--- config.mk ---
export PLATFORM = sky130hd
export DESIGN_NAME = rbt_ctrl
export DESIGN_NICKNAME = d
export VERILOG_FILES = /design/src/hdl/rbt_pkg.sv /design/src/hdl/rbt_ctrl.sv
export SDC_FILE = /design/constraint.sdc
export NUM_CORES = 1
export LEC_CHECK = 0
export BUFFER_PORTS_ARGS = -buffer_cell sky130_fd_sc_hd__buf_2
export CAP_MARGIN = 25
export CORE_AREA = 2 2 39 41
export CTS_CLUSTER_SIZE = 28
export DETAILED_ROUTE_END_ITERATION = 8
export DIE_AREA = 0 0 41 43
export SETUP_SLACK_MARGIN = 0.05
export SLEW_MARGIN = 20
export SYNTH_ARGS = -nofsm -noshare
export SYNTH_HDL_FRONTEND = slang
export SYNTH_SLANG_ARGS = --single-unit
--- constraint.sdc ---
create_clock -name i_clk -period 1.6 [get_ports i_clk]
set_input_delay 0.24 -clock i_clk [delete_from_list [all_inputs] [get_ports i_clk]]
set_output_delay 0.24 -clock i_clk [all_outputs]
set_load 0.01 [all_outputs]
--- src/hdl/rbt_pkg.sv ---
`default_nettype none
// ----------------------------------------------------------------------------
// Record block table package
// Shared constants, operation codes and controller/datapath interface types.
// ----------------------------------------------------------------------------
package rbt_pkg;

    localparam int SLOTS_DEF        = 128;
    localparam int PAYLOAD_BITS_DEF = 64;

    localparam int MODE_W   = 3;
    localparam int KEY_W    = 32;
    localparam int PAY_IN_W = 64;
    localparam int STATUS_W = 2;
    localparam int INDEX_W  = 7;
    localparam int COUNT_W  = 8;
    localparam int LIMIT_W  = 8;

    localparam logic [LIMIT_W-1:0] LIMIT_RESET = 8'd128;

    localparam logic [MODE_W-1:0] MODE_INSERT  = 3'd0;
    localparam logic [MODE_W-1:0] MODE_LOOKUP  = 3'd1;
    localparam logic [MODE_W-1:0] MODE_UPDATE  = 3'd2;
    localparam logic [MODE_W-1:0] MODE_DELETE  = 3'd3;
    localparam logic [MODE_W-1:0] MODE_COMPACT = 3'd4;
    localparam logic [MODE_W-1:0] MODE_CLEAR   = 3'd5;
    localparam logic [MODE_W-1:0] MODE_COUNT   = 3'd6;

    localparam logic [STATUS_W-1:0] ST_OK        = 2'd0;
    localparam logic [STATUS_W-1:0] ST_FULL      = 2'd1;
    localparam logic [STATUS_W-1:0] ST_NOT_FOUND = 2'd2;

    // controller -> datapath
    typedef struct packed {
        logic load;       // latch item, register match and free vectors
        logic exec;       // apply a key operation and post its result
        logic comp_rd;    // read source slot of the compaction walk
        logic comp_wr;    // move source slot down, advance walk
        logic comp_done;  // post compaction result
    } t_cmd;

    // datapath -> controller
    typedef struct packed {
        logic is_compact;
        logic src_last;
        logic out_free;
    } t_stat;

endpackage
`default_nettype wire

--- src/hdl/rbt_ctrl.sv ---
`default_nettype none
// ----------------------------------------------------------------------------
// Record block table controller
// Sequences accept, execute and the compaction walk.
// ----------------------------------------------------------------------------
module rbt_ctrl (
    input  wire logic         i_clk,
    input  wire logic         i_rst_n,
    input  wire logic         i_in_valid,
    output logic              o_in_stall,
    input  wire rbt_pkg::t_stat i_stat,
    output rbt_pkg::t_cmd     o_cmd
);

    localparam logic [2:0] S_IDLE  = 3'd0;
    localparam logic [2:0] S_EXEC  = 3'd1;
    localparam logic [2:0] S_CRD   = 3'd2;
    localparam logic [2:0] S_CWR   = 3'd3;
    localparam logic [2:0] S_CDONE = 3'd4;

    logic [2:0] r_state;
    logic [2:0] n_state;

    assign o_in_stall = (r_state != S_IDLE);

    always_comb begin
        n_state = r_state;
        o_cmd   = '0;
        unique case (r_state)
            S_IDLE: begin
                if (i_in_valid) begin
                    o_cmd.load = 1'b1;
                    n_state    = S_EXEC;
                end
            end
            S_EXEC: begin
                if (i_stat.is_compact) begin
                    n_state = S_CRD;
                end else if (i_stat.out_free) begin
                    o_cmd.exec = 1'b1;
                    n_state    = S_IDLE;
                end
            end
            S_CRD: begin
                o_cmd.comp_rd = 1'b1;
                n_state       = S_CWR;
            end
            S_CWR: begin
                o_cmd.comp_wr = 1'b1;
                n_state       = i_stat.src_last ? S_CDONE : S_CRD;
            end
            S_CDONE: begin
                if (i_stat.out_free) begin
                    o_cmd.comp_done = 1'b1;
                    n_state         = S_IDLE;
                end
            end
            default: n_state = S_IDLE;
        endcase
    end

    always_ff @(posedge i_clk) begin
        if (!i_rst_n) begin
            r_state <= S_IDLE;
        end else begin
            r_state <= n_state;
        end
    end

endmodule
`default_nettype wire

==> reports/summary.txt <==
RSZ-0062 raised after global routing -> no
initial core utilization -> 16.2%
Max clock buf depth -> 2
Core ar. -> 0.00138 sq mm
DRT antenna net count -> 0
status -> completed
pin count of the biggest net entering global routing -> 14
Die ar. -> 0.00176 sq mm
Max-slew headroom -> 71.9%
GRT Total Usage -> 7.72%
drt drc -> 0
first-pass GRT wire length -> 883 microns
PortBufs -> 11
Rows -> 14
Top Family by Delay on Critical Path -> flip-flops
Final Slew Violations -> 0
filler-free cell count of the finished design -> 54
Vias -> 245
min Tclk post-route -> 1.45 ns
syn_nets -> 32
initial antenna violation count -> 0
power density cells -> 840 mW/mm^2
Seq/Total Area, Yosys -> 26.8%
Largest Register -> r_state
final setup fails -> 0
ys flop type -> dfxtp_1
area of the mapped netlist -> 224 sq um
Max Clk Rate -> 0.690 GHz
Worst Path Max Fanout -> 11
Req. time, crit path -> 1.36 ns
Slowest Stage Delay on Critical Path -> 0.48 ns
Vias/cell -> 4.54
Clock Root Buffer -> clkbuf_4
Post-layout nets -> 45
Post-synth ARST share -> 0%
dpl cells -> 50
setup ws final -> 0.150 ns
Remaining Overflow, GRT -> 0
maxcap violations -> 0
actual slew at the worst max-slew pin -> 0.418 ns
Yosys reg bits -> 3
Yosys warnings -> 0
Die X -> 41 microns
total I/O pin count -> 12
WL/cell -> 10.3 microns
critical path type -> flop to output port
vias in the first global route -> 222
Setup WS pre-CTS -> 0.236 ns
Peak supply drop -> 459 uV
Post-CTS Setup Inserts -> 0
Clock transition at path regs -> 0.04 ns
setup TNS -> 0 ns
clock latency on the worst-skew pair -> 0.23 ns
total power -> 265 uW
Syn Inst Count -> 26
# hold bufs at CTS -> 0
crit end category -> output port
CTS Sinks -> 3
1st-pass router iterations -> 3
Yosys cell types -> 20
Buf+Inv Stages, Crit Path -> 1
Hold Fails Final Rpt -> 0
ratio of cells with drive above 1 in the final layout -> 47.4%
max reg flops -> 3
static leakage -> 0.000143 uW
CP Data Arrival Time -> 1.21 ns
Cell Chain, Critical Path -> nor4bb_1, buf_2
Worst setup SP type -> flop
H-tree level count -> 1
highest-delay cell along the critical path -> dfxtp_1
skew final -> 0.00246 ns
CTS Buf Count -> 3
Syn-to-layout area delta -> 40.8%
WL final -> 557 microns
TritonCTS clock tree -> done
routability congestion estimate -> 0.717
DIE HEIGHT -> 43 microns
initial DRC count -> 3
Final Util -> 22.8%
EDFF count, synth -> 0
period utilization -> 90.6%
hold crit path type -> primary input to flop
Inserted Diodes -> 0
syn avg cell area -> 8.61 sq um
largest registers -> r_state (3)
post-detail-place hpwl -> 395 microns
layout by cell type (no fill, tap or decap):
master and n:
o21a_1 1, nor4_1 2, dfxtp_2 2, nor3b_1 1, clkbuf_4 3, a2111oi_2 1
clkbuf_1 1, nand3b_1 1, a21bo_2 1, inv_1 2, nor3_1 1, dfxtp_1 1
nand4b_1 1, a2111oi_0 1, and3b_1 1, and4b_1 1, or4b_1 1, nor4bb_1 1
or3_1 1, nor2_1 2, o31a_1 1, buf_2 11
worst reg2reg max path: cells and delay by family, from the launching register on:
family           cells  cell delay [ns]
AO/OA/AOI/OAI        1             0.29
flip-flops           1             0.48
AND/OR/NAND/NOR      1             0.49
layout make-up:
| type | count | area [sq um] |
|---|---|---|
| fill | 164 | 1070 |
| inverter | 2 | 7.51 |
| tap | 16 | 20.0 |
| clock buffer | 4 | 26.3 |
| sequential | 3 | 62.6 |
| timing repair buffer | 11 | 55.1 |
| multi-input combinational | 18 | 144 |
timing repair:
item | 4_1_cts | 5_1_grt
endpoints found under the setup margin | 0 | 1
hold endpoints to repair | 0 | 0
resized for setup | 0 | 2
stage by stage:
stage	instance area, sq um	hold slack (ns)
final	315	0.297
after global routing	315	0.311
after CTS	313	0.288
after detailed placement	287	0.540
after global placement	287	0.544
after floorplan	224	0.414
worst paths after layout:
path / from / to / slack [ns] / cells after the start
min reg2reg: r_state[1] / r_state[2] / 0.61 / 2
min: i_rst_n / r_state[0] / 0.30 / 3
max: r_state[2] / o_cmd[0] / 0.15 / 2
max reg2reg: r_state[2] / r_state[2] / 0.24 / 2
cells in the mapped netlist (2+ instances only):
cell type	count	area (sq um)
inv_1	2	7.51
clkbuf_1	2	7.51
nor4_1	2	12.5
nor2_1	2	7.51
dfxtp_1	3	60.1
per-layer routing:
metal  track usage (%)  wire length [microns]
met1              9.62                    284
met2              9.06                    222
met3              6.28                     51
met4              4.00                      0
met5                 0                      0
cell families after synthesis:
| logic type | after synthesis | synth area share (%) |
|---|---|---|
| simple gates | 13 | 41.9 |
| compound gates | 5 | 22.3 |
| buf+inv | 5 | 8.94 |
| flops | 3 | 26.8 |
power breakdown:
group | switching [uW] | internal [uW]
clock network | 39.8 | 93.5
logic | 19.9 | 20.7
registers | 11.0 | 80.0
total | 70.6 | 194
Power figures use the tool's default switching activity.
